===== config.mk =====
export PLATFORM = sky130hd
export DESIGN_NAME = stable_min_priority_queue_core
export DESIGN_NICKNAME = d
export VERILOG_FILES = /design/src/design/spq_pkg.sv /design/src/design/stable_min_priority_queue_core.sv
export SDC_FILE = /design/constraint.sdc
export NUM_CORES = 1
export LEC_CHECK = 0
export ABC_AREA = 1
export BUFFER_PORTS_ARGS = -buffer_cell sky130_fd_sc_hd__buf_2
export CORE_ASPECT_RATIO = 1.25
export CORE_MARGIN = 3
export CORE_UTILIZATION = 40
export CTS_BUF_LIST = sky130_fd_sc_hd__clkbuf_8 sky130_fd_sc_hd__clkbuf_16
export CTS_CLUSTER_SIZE = 14
export DETAILED_ROUTE_END_ITERATION = 10
export GPL_ROUTABILITY_DRIVEN = 0
export PLACE_DENSITY = 0.67
export SLEW_MARGIN = 20
export SYNTH_ARGS = -nofsm -noshare
export SYNTH_HDL_FRONTEND = slang
export SYNTH_SLANG_ARGS = --single-unit

===== constraint.sdc =====
create_clock -name clk -period 9.95 [get_ports clk]
set_input_delay 1.4925 -clock clk [delete_from_list [all_inputs] [get_ports clk]]
set_output_delay 1.4925 -clock clk [all_outputs]
set_load 0.05 [all_outputs]

===== src/design/spq_pkg.sv =====
package spq_pkg;

  localparam int CAPACITY   = 16;
  localparam int STAMP_BITS = 32;

  localparam int IDX_W = (CAPACITY > 1) ? $clog2(CAPACITY) : 1;
  localparam int CNT_W = $clog2(CAPACITY + 1);

  localparam int ACTION_W = 2;
  localparam int ID_W     = 16;
  localparam int PRIO_W   = 16;
  localparam int STATUS_W = 3;
  localparam int COUNT_W  = 5;

  localparam int IN_BITS  = ACTION_W + ID_W + PRIO_W;
  localparam int IN_W     = ((IN_BITS + 7) / 8) * 8;
  localparam int OUT_BITS = STATUS_W + ID_W + 1 + ID_W + PRIO_W + COUNT_W;
  localparam int OUT_W    = ((OUT_BITS + 7) / 8) * 8;

  localparam logic [ACTION_W-1:0] ACT_INSERT  = 2'd0;
  localparam logic [ACTION_W-1:0] ACT_POP     = 2'd1;
  localparam logic [ACTION_W-1:0] ACT_UPGRADE = 2'd2;
  localparam logic [ACTION_W-1:0] ACT_CLEAR   = 2'd3;

  localparam logic [STATUS_W-1:0] ST_OK        = 3'd0;
  localparam logic [STATUS_W-1:0] ST_EMPTY     = 3'd1;
  localparam logic [STATUS_W-1:0] ST_NOT_FOUND = 3'd2;
  localparam logic [STATUS_W-1:0] ST_NOT_MORE  = 3'd3;
  localparam logic [STATUS_W-1:0] ST_FULL      = 3'd4;

  typedef struct packed {
    logic [STATUS_W-1:0] status;
    logic [ID_W-1:0]     served_id;
    logic                front_valid;
    logic [ID_W-1:0]     front_id;
    logic [PRIO_W-1:0]   front_priority;
    logic [COUNT_W-1:0]  entry_count;
  } result_t;

endpackage


===== src/design/stable_min_priority_queue_core.sv =====
// each item runs a first scan over the slots, an apply step, a second scan and a done
// state that loads the output register; no new item is taken before that; both scans go
//   through a single priority/stamp comparator, one slot per cycle
// a finished result waits in the output register while the next item is taken
// reset (rst, synchronous, active high): queue empty, stamp counter zero, no result
module stable_min_priority_queue_core
  import spq_pkg::*;
(
  input  logic             clk,
  input  logic             rst,
  input  logic             s_tvalid,
  output logic             s_tready,
  input  logic [IN_W-1:0]  s_tdata,  // action[1:0], item_id[17:2], priority_req[33:18]
  output logic             m_tvalid,
  input  logic             m_tready,
  output logic [OUT_W-1:0] m_tdata   // status[2:0], served_id[18:3], front_valid[19],
                                     // front_id[35:20], front_priority[51:36],
                                     // entry_count[56:52]
);

  localparam logic [2:0] S_IDLE  = 3'd0;
  localparam logic [2:0] S_SCAN1 = 3'd1;
  localparam logic [2:0] S_APPLY = 3'd2;
  localparam logic [2:0] S_SCAN2 = 3'd3;
  localparam logic [2:0] S_DONE  = 3'd4;

  localparam logic [IDX_W-1:0] LAST_IDX = IDX_W'(CAPACITY - 1);

  logic [2:0] state;

  logic [CAPACITY-1:0]   slot_valid;
  logic [ID_W-1:0]       slot_id       [CAPACITY];
  logic [PRIO_W-1:0]     slot_priority [CAPACITY];
  logic [STAMP_BITS-1:0] slot_stamp    [CAPACITY];

  logic [CNT_W-1:0]      held_count;
  logic [STAMP_BITS-1:0] stamp_counter;

  logic [ACTION_W-1:0] req_action;
  logic [ID_W-1:0]     req_id;
  logic [PRIO_W-1:0]   req_prio;

  logic [IDX_W-1:0] idx;

  logic                  best_found;
  logic [IDX_W-1:0]      best_idx;
  logic [ID_W-1:0]       best_id;
  logic [PRIO_W-1:0]     best_prio;
  logic [STAMP_BITS-1:0] best_stamp;
  logic                  free_found;
  logic [IDX_W-1:0]      free_idx;

  logic [STATUS_W-1:0] status;
  logic [ID_W-1:0]     served_id;

  logic [ID_W-1:0]       cur_id;
  logic [PRIO_W-1:0]     cur_prio;
  logic [STAMP_BITS-1:0] cur_stamp;
  logic                  cand;
  logic                  urgent;
  logic [STAMP_BITS-1:0] stamp_next;
  result_t               res;

  assign cur_id    = slot_id[idx];
  assign cur_prio  = slot_priority[idx];
  assign cur_stamp = slot_stamp[idx];

  // first pass of an upgrade only looks at slots holding the requested id
  assign cand = slot_valid[idx] &&
                ((state != S_SCAN1) || (req_action != ACT_UPGRADE) || (cur_id == req_id));

  // shared comparator: strictly more urgent than the best so far
  assign urgent = (cur_prio < best_prio) ||
                  ((cur_prio == best_prio) && (cur_stamp < best_stamp));

  assign stamp_next = stamp_counter + STAMP_BITS'(1);

  assign s_tready = (state == S_IDLE);

  always_comb begin
    res.status         = status;
    res.served_id      = served_id;
    res.front_valid    = best_found;
    res.front_id       = best_found ? best_id : '0;
    res.front_priority = best_found ? best_prio : '0;
    res.entry_count    = COUNT_W'(held_count);
  end

  // output packing: struct puts status in the top bits, so rebuild lowest-first
  function automatic logic [OUT_W-1:0] pack_result(input result_t r);
    logic [OUT_W-1:0] v;
    v = '0;
    v[STATUS_W-1:0]                             = r.status;
    v[STATUS_W +: ID_W]                         = r.served_id;
    v[STATUS_W+ID_W]                            = r.front_valid;
    v[STATUS_W+ID_W+1 +: ID_W]                  = r.front_id;
    v[STATUS_W+2*ID_W+1 +: PRIO_W]              = r.front_priority;
    v[STATUS_W+2*ID_W+1+PRIO_W +: COUNT_W]      = r.entry_count;
    return v;
  endfunction

  logic [OUT_W-1:0] res_packed;
  assign res_packed = pack_result(res);

  always_ff @(posedge clk) begin
    if (rst) begin
      state         <= S_IDLE;
      slot_valid    <= '0;
      held_count    <= '0;
      stamp_counter <= '0;
      m_tvalid      <= 1'b0;
    end else begin
      if (state == S_DONE && (!m_tvalid || m_tready)) begin
        m_tvalid <= 1'b1;
      end else if (m_tvalid && m_tready) begin
        m_tvalid <= 1'b0;
      end
      unique case (state)
        S_IDLE: begin
          if (s_tvalid) begin
            state <= S_SCAN1;
          end
        end
        S_SCAN1: begin
          if (idx == LAST_IDX) begin
            state <= S_APPLY;
          end
        end
        S_APPLY: begin
          state <= S_SCAN2;
          unique case (req_action)
            ACT_INSERT: begin
              if (held_count < CNT_W'(CAPACITY) && free_found) begin
                slot_valid[free_idx] <= 1'b1;
                held_count           <= held_count + CNT_W'(1);
                stamp_counter        <= stamp_next;
              end
            end
            ACT_POP: begin
              if (best_found) begin
                slot_valid[best_idx] <= 1'b0;
                held_count           <= held_count - CNT_W'(1);
              end
            end
            ACT_UPGRADE: begin
              if (held_count != '0 && best_found && best_prio > req_prio) begin
                stamp_counter <= stamp_next;
              end
            end
            default: begin
              slot_valid    <= '0;
              held_count    <= '0;
              stamp_counter <= '0;
            end
          endcase
        end
        S_SCAN2: begin
          if (idx == LAST_IDX) begin
            state <= S_DONE;
          end
        end
        S_DONE: begin
          if (!m_tvalid || m_tready) begin
            state <= S_IDLE;
          end
        end
        default: begin
          state <= S_IDLE;
        end
      endcase
    end
  end

  // payload, slot contents and scan registers
  always_ff @(posedge clk) begin
    case (state)
      S_IDLE: begin
        req_action <= s_tdata[ACTION_W-1:0];
        req_id     <= s_tdata[ACTION_W +: ID_W];
        req_prio   <= s_tdata[ACTION_W+ID_W +: PRIO_W];
        idx        <= '0;
        best_found <= 1'b0;
        free_found <= 1'b0;
        status     <= ST_OK;
        served_id  <= '0;
      end
      S_SCAN1, S_SCAN2: begin
        if (cand && (!best_found || urgent)) begin
          best_found <= 1'b1;
          best_idx   <= idx;
          best_id    <= cur_id;
          best_prio  <= cur_prio;
          best_stamp <= cur_stamp;
        end
        if (!slot_valid[idx] && !free_found) begin
          free_found <= 1'b1;
          free_idx   <= idx;
        end
        idx <= (idx == LAST_IDX) ? '0 : idx + IDX_W'(1);
      end
      S_APPLY: begin
        best_found <= 1'b0;
        case (req_action)
          ACT_INSERT: begin
            if (held_count < CNT_W'(CAPACITY) && free_found) begin
              slot_id[free_idx]       <= req_id;
              slot_priority[free_idx] <= req_prio;
              slot_stamp[free_idx]    <= stamp_next;
            end else begin
              status <= ST_FULL;
            end
          end
          ACT_POP: begin
            if (best_found) begin
              served_id <= best_id;
            end else begin
              status <= ST_EMPTY;
            end
          end
          ACT_UPGRADE: begin
            if (held_count == '0) begin
              status <= ST_EMPTY;
            end else if (!best_found) begin
              status <= ST_NOT_FOUND;
            end else if (best_prio <= req_prio) begin
              status <= ST_NOT_MORE;
            end else begin
              slot_priority[best_idx] <= req_prio;
              slot_stamp[best_idx]    <= stamp_next;
            end
          end
          default: begin
            status <= ST_OK;
          end
        endcase
      end
      S_DONE: begin
        if (!m_tvalid || m_tready) begin
          m_tdata <= res_packed;
        end
      end
      default: begin
        idx <= '0;
      end
    endcase
  end

  // sanity checks
  a_count_matches_valid: assert property (@(posedge clk) disable iff (rst)
    (32'(held_count) == 32'($countones(slot_valid))))
    else $error("held count disagrees with valid bits");

  a_front_vs_count: assert property (@(posedge clk) disable iff (rst)
    m_tvalid |-> (m_tdata[STATUS_W+ID_W] == (m_tdata[STATUS_W+2*ID_W+1+PRIO_W +: COUNT_W] != '0)))
    else $error("front valid inconsistent with entry count");

  a_served_only_ok: assert property (@(posedge clk) disable iff (rst)
    (m_tvalid && m_tdata[STATUS_W-1:0] != ST_OK) |-> (m_tdata[STATUS_W +: ID_W] == '0))
    else $error("served id set on a failed action");

  a_result_after_scan: assert property (@(posedge clk) disable iff (rst)
    $rose(m_tvalid) |-> $past(state) == S_DONE)
    else $error("result issued outside done state");

endmodule

==> flow_metrics.env, run 1 <==
export IMPL_synthTopCellsByArea="edfxtp_1 (71%), o21ai_0 (5.4%), nor2_1 (4.9%), nand2_1 (2.7%), o221ai_1 (2.4%)"
export IMPL_worst_slack_ns=3.69
export IMPL_worstSetupPathType="reg -> reg"
export IMPL_maxCapViolCount=0
export IMPL_synth_cell_types=51
export IMPL_yosysWarnings=0
export IMPL_finClkSkew_ns=0.0277
export IMPL_grt_overflow_total=0
export IMPL_synth_seq_cells=1273
export IMPL_cpMaxStageDelayCell="buf_4"
export IMPL_final_cells=5898
export IMPL_wire_per_inst_um=21.9
export IMPL_cts_clk_slew_worst_paths_ns=0.06
export IMPL_cts_resized=0
export IMPL_hold_viol=0
export IMPL_cts_tree="built"
export IMPL_setup_tns_final_ns=0
export IMPL_postCtsSetupRepairBufs=0
export IMPL_preCtsSetupSlack_ns=3.76
export IMPL_area_growth_pct=13.0
export IMPL_die_h_um=407
export IMPL_cts_inserted_buffers=130
export IMPL_synthArstFlopShare=0
export IMPL_track_usage=0.191
export IMPL_drtIter0Drc=3332
export IMPL_antenna_found_initial=3
export IMPL_max_stage_delay_ns=0.76
export IMPL_cpLargestDelayFamily="buffers and inverters"
export IMPL_hpwl_um=66200
export IMPL_dr_pass1_iters=5
export IMPL_grt_max_degree=218
export IMPL_rsz0062_at_grt="false"
export IMPL_path_buf_inv=4
export IMPL_grt_pass1_wl_um=192000
export IMPL_vias=32551
export IMPL_synth_cells=4033
export IMPL_drive_above_1_share=0.104
export IMPL_cts_sinks=1273
export IMPL_status="finished, final reports clean"
export IMPL_via_per_inst=5.52
export IMPL_worst_pin_slew_ns=1.12
export IMPL_yosysTopAreaCellShare=0.708
export IMPL_period_share=0.629
export IMPL_placedCellCount=5663
export IMPL_drc=0
export IMPL_reg2regPathDepth=17
export IMPL_syn_cell_area_um2=51400
export IMPL_worst_path_most_repeated_cell="nand2_1"
export IMPL_rows=146
export IMPL_numPortBuffers=96
export IMPL_synth_avg_cell_area_um2=12.8
export IMPL_fill_cells=11228
export IMPL_ir_drop_v=0.000182
export IMPL_cp_cell_sequence="buf_12, buf_4, o21ai_0, o221ai_1, o211ai_1, nand2_1, ha_1, a21oi_1, a21oi_1, a2111oi_0, nand2_1, nand2_1, nand2_1, nand2_1, nand2_1, inv_4, buf_4"
export IMPL_cp_start_kind="flip-flop"
export IMPL_dieArea_um2=133000
export IMPL_pwr_density_cell_nw_per_um2=217
export IMPL_worst_hold_path_num_cells=0
export IMPL_cp_end_kind="flip-flop"
export IMPL_crit_fanout=153
export IMPL_synthFlopType="edfxtp_1"
export IMPL_cp_arrival_ns=6.62
export IMPL_die_width_um=327
export IMPL_initial_utilization=0.404
export IMPL_yosysTopAreaCell="edfxtp_1"
export IMPL_period_minus_slack_ns=6.26
export IMPL_clock_latency_ns=0.74
export IMPL_hp_class="reg -> reg"
export IMPL_postRouteAntennaNets=0
export IMPL_h_tree_depth=4
export IMPL_first_global_vias=31530
export IMPL_routed_wl_um=129000
export IMPL_nets=4206
export IMPL_cp_data_required_time_ns=10.30
export IMPL_cts_hold_buf=0
export IMPL_io_pins=110
export IMPL_setup_viol=0
export IMPL_seq_area_frac_synth=0.732
export IMPL_max_slew_margin=0.254
export IMPL_cp_depth=17
export IMPL_coreArea_um2=127000
export IMPL_max_freq_mhz=160
export IMPL_synth_edff_count=1212
export IMPL_final_max_slew_viol_count=0
export IMPL_root_buffer="clkbuf_16"
export IMPL_power_leakage_nw=19.9
export IMPL_cts_buffer_depth=3
[area by class of cell]
| cell class | instances | area (um2) | area share |
|---|---|---|---|
| inverter | 220 | 845 | 0.0145 |
| timing repair buffer | 166 | 1040 | 0.0180 |
| tap | 1702 | 2130 | 0.0367 |
| antenna | 1 | 2.50 | 0.0000431 |
| clock buffer | 138 | 3410 | 0.0587 |
| multi-input combinational | 2302 | 12300 | 0.211 |
| sequential | 1273 | 37600 | 0.648 |
| clock inverter | 96 | 777 | 0.0134 |
[worst register-to-register path, delay by kind of cell, from the launching register on]
| family | cells | cell delay [ns] |
|---|---|---|
| AOI/OAI and AO/OA | 6 | 1.38 |
| adders and majority gates | 1 | 0.27 |
| buffers and inverters | 4 | 2.57 |
| DFF | 1 | 0.74 |
| and+or+nand+nor | 6 | 0.86 |
[cell usage after synthesis, types with 2 or more instances]
cell and count:
o21ai_1 3, xnor2_1 9, a21oi_1 106, clkinv_1 3, or2_2 2, nand3_2 4
o21ai_0 551, buf_2 40, xor2_1 21, o21bai_1 3, dfxtp_1 61, a211oi_1 6
edfxtp_1 1212, nand3b_1 8, nor3_1 12, o221ai_1 140, clkbuf_1 187, buf_4 9
buf_1 8, xnor2_2 2, o22ai_1 53, nand2_1 367, inv_2 4, nor3_4 2
nor2_1 665, nand4_1 13, ha_1 68, o211ai_1 120, nor2_2 3, nor4_1 5
xor2_2 2, inv_1 213, nand3_1 110, nor2_4 4
[where the power goes]
| group | switching, W | leakage [nW] | internal (W) | total (W) |
|---|---|---|---|---|
| Combinational | 0.00118 | 6.02 | 0.000480 | 0.00166 |
| Sequential | 0.000149 | 11.7 | 0.00602 | 0.00617 |
| Clock | 0.00203 | 2.19 | 0.00275 | 0.00478 |
| Total | 0.00336 | 19.9 | 0.00925 | 0.0126 |
[path summary, 6_finish.rpt]
kind | start | endpoint | slack, ns
setup / recovery | flip-flop | best_stamp[4] | 3.69
hold / removal | served_id[1] | m_tdata[4] | 0.42
setup reg to reg | flip-flop | best_stamp[4] | 3.69
hold reg to reg | served_id[1] | m_tdata[4] | 0.42
[through the flow]
step                      total power (W)  hold WS, ns  instance area, um2  utilization
after floorplan                   0.00738        0.400               51400            -
after global placement            0.00789        0.402               53800        0.423
after detailed placement          0.00794        0.411               53800        0.423
after CTS                          0.0127        0.417               58000        0.456
after global routing               0.0131        0.427               58100        0.457
final                              0.0126        0.416               58100        0.457
[logic make-up (layout without fill, tap and decap cells)]
kind of cell,after synthesis,after routing,share of synthesized area
AOI/OAI and AO/OA,989,989,0.114
buffers and inverters,464,620,0.0355
and+or+nand+nor,1203,1203,0.0951
other,1,8,0.0000729
DFF,1273,1273,0.732
xor gates and xnor gates,34,34,0.00638
adders and majority gates,69,69,0.0169
[placed cells by master (no fill, tap or decap), types with 4 or more instances in the layout]
master and instances:
nor3_1 12, xnor2_1 6, o22ai_1 53, nor4_1 5, bufinv_16 10, nand2_1 367, o221ai_1 140, a21oi_1 105
dfxtp_1 57, dfxtp_4 4, inv_6 6, o211ai_1 120, conb_1 7, buf_2 96, inv_16 4, inv_1 244
nor2_2 20, nand4_1 13, xnor2_2 5, a211oi_1 6, nor2_1 630, ha_1 68, clkinv_2 25, nand3_1 110
nand3b_1 8, clkbuf_16 134, buf_4 67, xor2_1 13, edfxtp_1 1212, o21ai_0 551, nand3_2 4, clkinv_1 15
clkbuf_8 4, xor2_2 10, nor2_4 22
[sequential cells by signal (all words and copies together) (netlist names), named ones only]
| register | flops |
|---|---|
| req_action | 2 |
| best_idx | 4 |
| slot_priority | 256 |
| slot_valid | 16 |
| req_id | 16 |
| m_tdata | 57 |
| req_prio | 16 |
| held_count | 5 |
| m_tvalid | 1 |
| best_prio | 16 |
| slot_id | 256 |
| state | 3 |
| stamp_counter | 32 |
| free_idx | 4 |
| free_found | 1 |
| best_found | 1 |
| best_id | 16 |
| best_stamp | 32 |
| status | 3 |
| served_id | 16 |
| slot_stamp | 512 |
| idx | 4 |
[routing by layer]
| layer | GRT usage | routed length [um] | vias up |
|---|---|---|---|
| li1 | - | - | 14832 |
| met1 | 0.238 | 50900 | 16239 |
| met2 | 0.332 | 65000 | 1198 |
| met3 | 0.0309 | 8230 | 280 |
| met4 | 0.0766 | 4880 | 2 |
| met5 | 0 | 13 | - |
Note: power is estimated with default switching activity, not from simulation.
==> inputs of run 2 (changes only) <==
- clock period: 9.95 -> 6.17 ns (I/O delays scaled with it)
==> flow_metrics.env, run 2 (same netlist as run 1, synthesis figures left out) <==
export IMPL_max_flop_register="slot_stamp"
export IMPL_cp_cell_sequence="inv_1, ha_1, nand4_1, nor3_1, o21ai_0, o211ai_1, nand2_1, nor2_1, nand2_1, nand2_1, buf_4, nand2_1, nor2_4, buf_12"
export IMPL_cts_tree="built"
export IMPL_cp_start_kind="flip-flop"
export IMPL_worst_path_most_repeated_cell="nand2_1"
export IMPL_first_global_vias=31789
export IMPL_path_buf_inv=3
export IMPL_cts_resized=0
export IMPL_crit_fanout=30
export IMPL_setup_viol=0
export IMPL_root_buffer="clkbuf_16"
export IMPL_coreArea_um2=127000
export IMPL_worstSetupPathType="reg -> reg"
export IMPL_rows=146
export IMPL_cpLargestDelayFamily="simple AND/OR/NAND/NOR gates"
export IMPL_period_share=0.762
export IMPL_vias=32512
export IMPL_max_slew_margin=0.233
export IMPL_pwr_share_comb=0.133
export IMPL_clock_latency_ns=0.75
export IMPL_power_leakage_nw=20.1
export IMPL_drive_above_1_share=0.111
export IMPL_mostFrequentLayoutCells="edfxtp_1 (1212), nor2_1 (630), o21ai_0 (551)"
export IMPL_layout_commonest_cell="edfxtp_1"
export IMPL_multi_input_area_um2=12300
export IMPL_status="finished, final reports clean"
export IMPL_io_pins=110
export IMPL_track_usage=0.191
export IMPL_postCtsSetupRepairBufs=0
export IMPL_r2r_start="req_prio[13]"
export IMPL_dr_pass1_iters=6
export IMPL_clkPwrFrac=0.381
export IMPL_h_tree_depth=4
export IMPL_largestRegisters="slot_stamp x512, slot_id x256, slot_priority x256"
export IMPL_rsz0062_at_grt="false"
export IMPL_seq_area_um2=37600
export IMPL_cp_arrival_ns=5.12
export IMPL_cp_data_required_time_ns=6.59
export IMPL_grt_overflow_total=0
export IMPL_worst_pin_slew_ns=1.15
export IMPL_via_per_inst=5.49
export IMPL_cts_clk_slew_worst_paths_ns=0.06
export IMPL_cts_buffer_depth=3
export IMPL_drc=0
export IMPL_grt_max_degree=177
export IMPL_largest_reg_flops=512
export IMPL_max_freq_mhz=213
export IMPL_maxCapViolCount=0
export IMPL_p_sw_frac=0.267
export IMPL_period_minus_slack_ns=4.70
export IMPL_area_growth_pct=14.2
export IMPL_cts_hold_buf=0
export IMPL_ir_drop_v=0.000256
export IMPL_power_switching_w=0.00547
export IMPL_hp_start="s_tdata[13]"
export IMPL_final_max_slew_viol_count=0
export IMPL_drtIter0Drc=3171
export IMPL_preCtsSetupSlack_ns=1.45
export IMPL_final_cells=5927
export IMPL_antennaDiodeCount=0
export IMPL_postRouteAntennaNets=0
export IMPL_hpwl_um=69300
export IMPL_fill_cells=11146
export IMPL_finClkSkew_ns=0.0299
export IMPL_wire_per_inst_um=21.7
export IMPL_routed_wl_um=129000
export IMPL_placedCellCount=5691
export IMPL_pwr_density_cell_nw_per_um2=349
export IMPL_worst_slack_ns=1.47
export IMPL_die_h_um=407
export IMPL_antenna_found_initial=4
export IMPL_max_stage_delay_ns=0.70
export IMPL_seqPwrFrac=0.486
export IMPL_dieArea_um2=133000
export IMPL_die_width_um=327
export IMPL_hold_viol=0
export IMPL_final_util=0.462
export IMPL_hp_class="in -> reg"
export IMPL_cp_end_kind="flip-flop"
export IMPL_cpMaxStageDelayCell="nor2_4"
export IMPL_p_int_w=0.0150
export IMPL_cp_startpoint="req_prio[13]"
export IMPL_numPortBuffers=96
export IMPL_grt_pass1_wl_um=192000
export IMPL_setup_tns_final_ns=0
export IMPL_initial_utilization=0.404
export IMPL_cts_sinks=1273
export IMPL_nets=4235
export IMPL_cts_inserted_buffers=131
-- run 2: cell count changes in the layout (fill, tap and decap cells not counted), sizes merged --
cell    delta
buf       +28
clkinv    +11
inv       -10
bufinv     +1
diode      -1
-- run 2: area by class of cell --
cell class | count | area share
multi-input combinational | 2302 | 0.209
clock inverter | 98 | 0.0151
inverter | 220 | 0.0144
tap | 1702 | 0.0363
timing repair buffer | 194 | 0.0260
sequential | 1273 | 0.641
clock buffer | 138 | 0.0579
-- run 2: metal layers --
| layer | global-route usage | wire [um] | part of all wire |
|---|---|---|---|
| met5 | 0 | 13 | 0.00010 |
| met4 | 0.0724 | 4170 | 0.032 |
| met3 | 0.0312 | 8420 | 0.065 |
| met2 | 0.332 | 65000 | 0.51 |
| met1 | 0.238 | 51000 | 0.40 |
-- run 2: path summary, 6_finish.rpt --
path / to / slack, ns / cells past startpoint
setup / recovery: slot_priority[4][7] / 1.47 / 14
hold / removal: req_id[11] / 0.36 / 1
setup reg to reg: slot_priority[4][7] / 1.47 / 14
hold reg to reg: m_tdata[14] / 0.42 / 0
-- run 2: metrics by stage --
step / total power, W / hold slack, ns / cell area [um2]
2_1_floorplan: 0.0119 / 0.400 / 51400
3_3_place_gp: 0.0128 / 0.404 / 54300
3_5_place_dp: 0.0129 / 0.409 / 54300
4_1_cts: 0.0206 / 0.305 / 58600
5_1_grt: 0.0213 / 0.322 / 58700
6_report: 0.0205 / 0.356 / 58700
-- run 2: power by group through the flow --
| stage | Clock, W | Combinational [W] | Sequential [W] |
|---|---|---|---|
| after floorplan | 0 | 0.00188 | 0.0100 |
| after global placement | 0 | 0.00266 | 0.0101 |
| after detailed placement | 0 | 0.00273 | 0.0101 |
| after CTS | 0.00791 | 0.00275 | 0.00995 |
| after global routing | 0.00827 | 0.00306 | 0.00998 |
| final | 0.00781 | 0.00273 | 0.00995 |
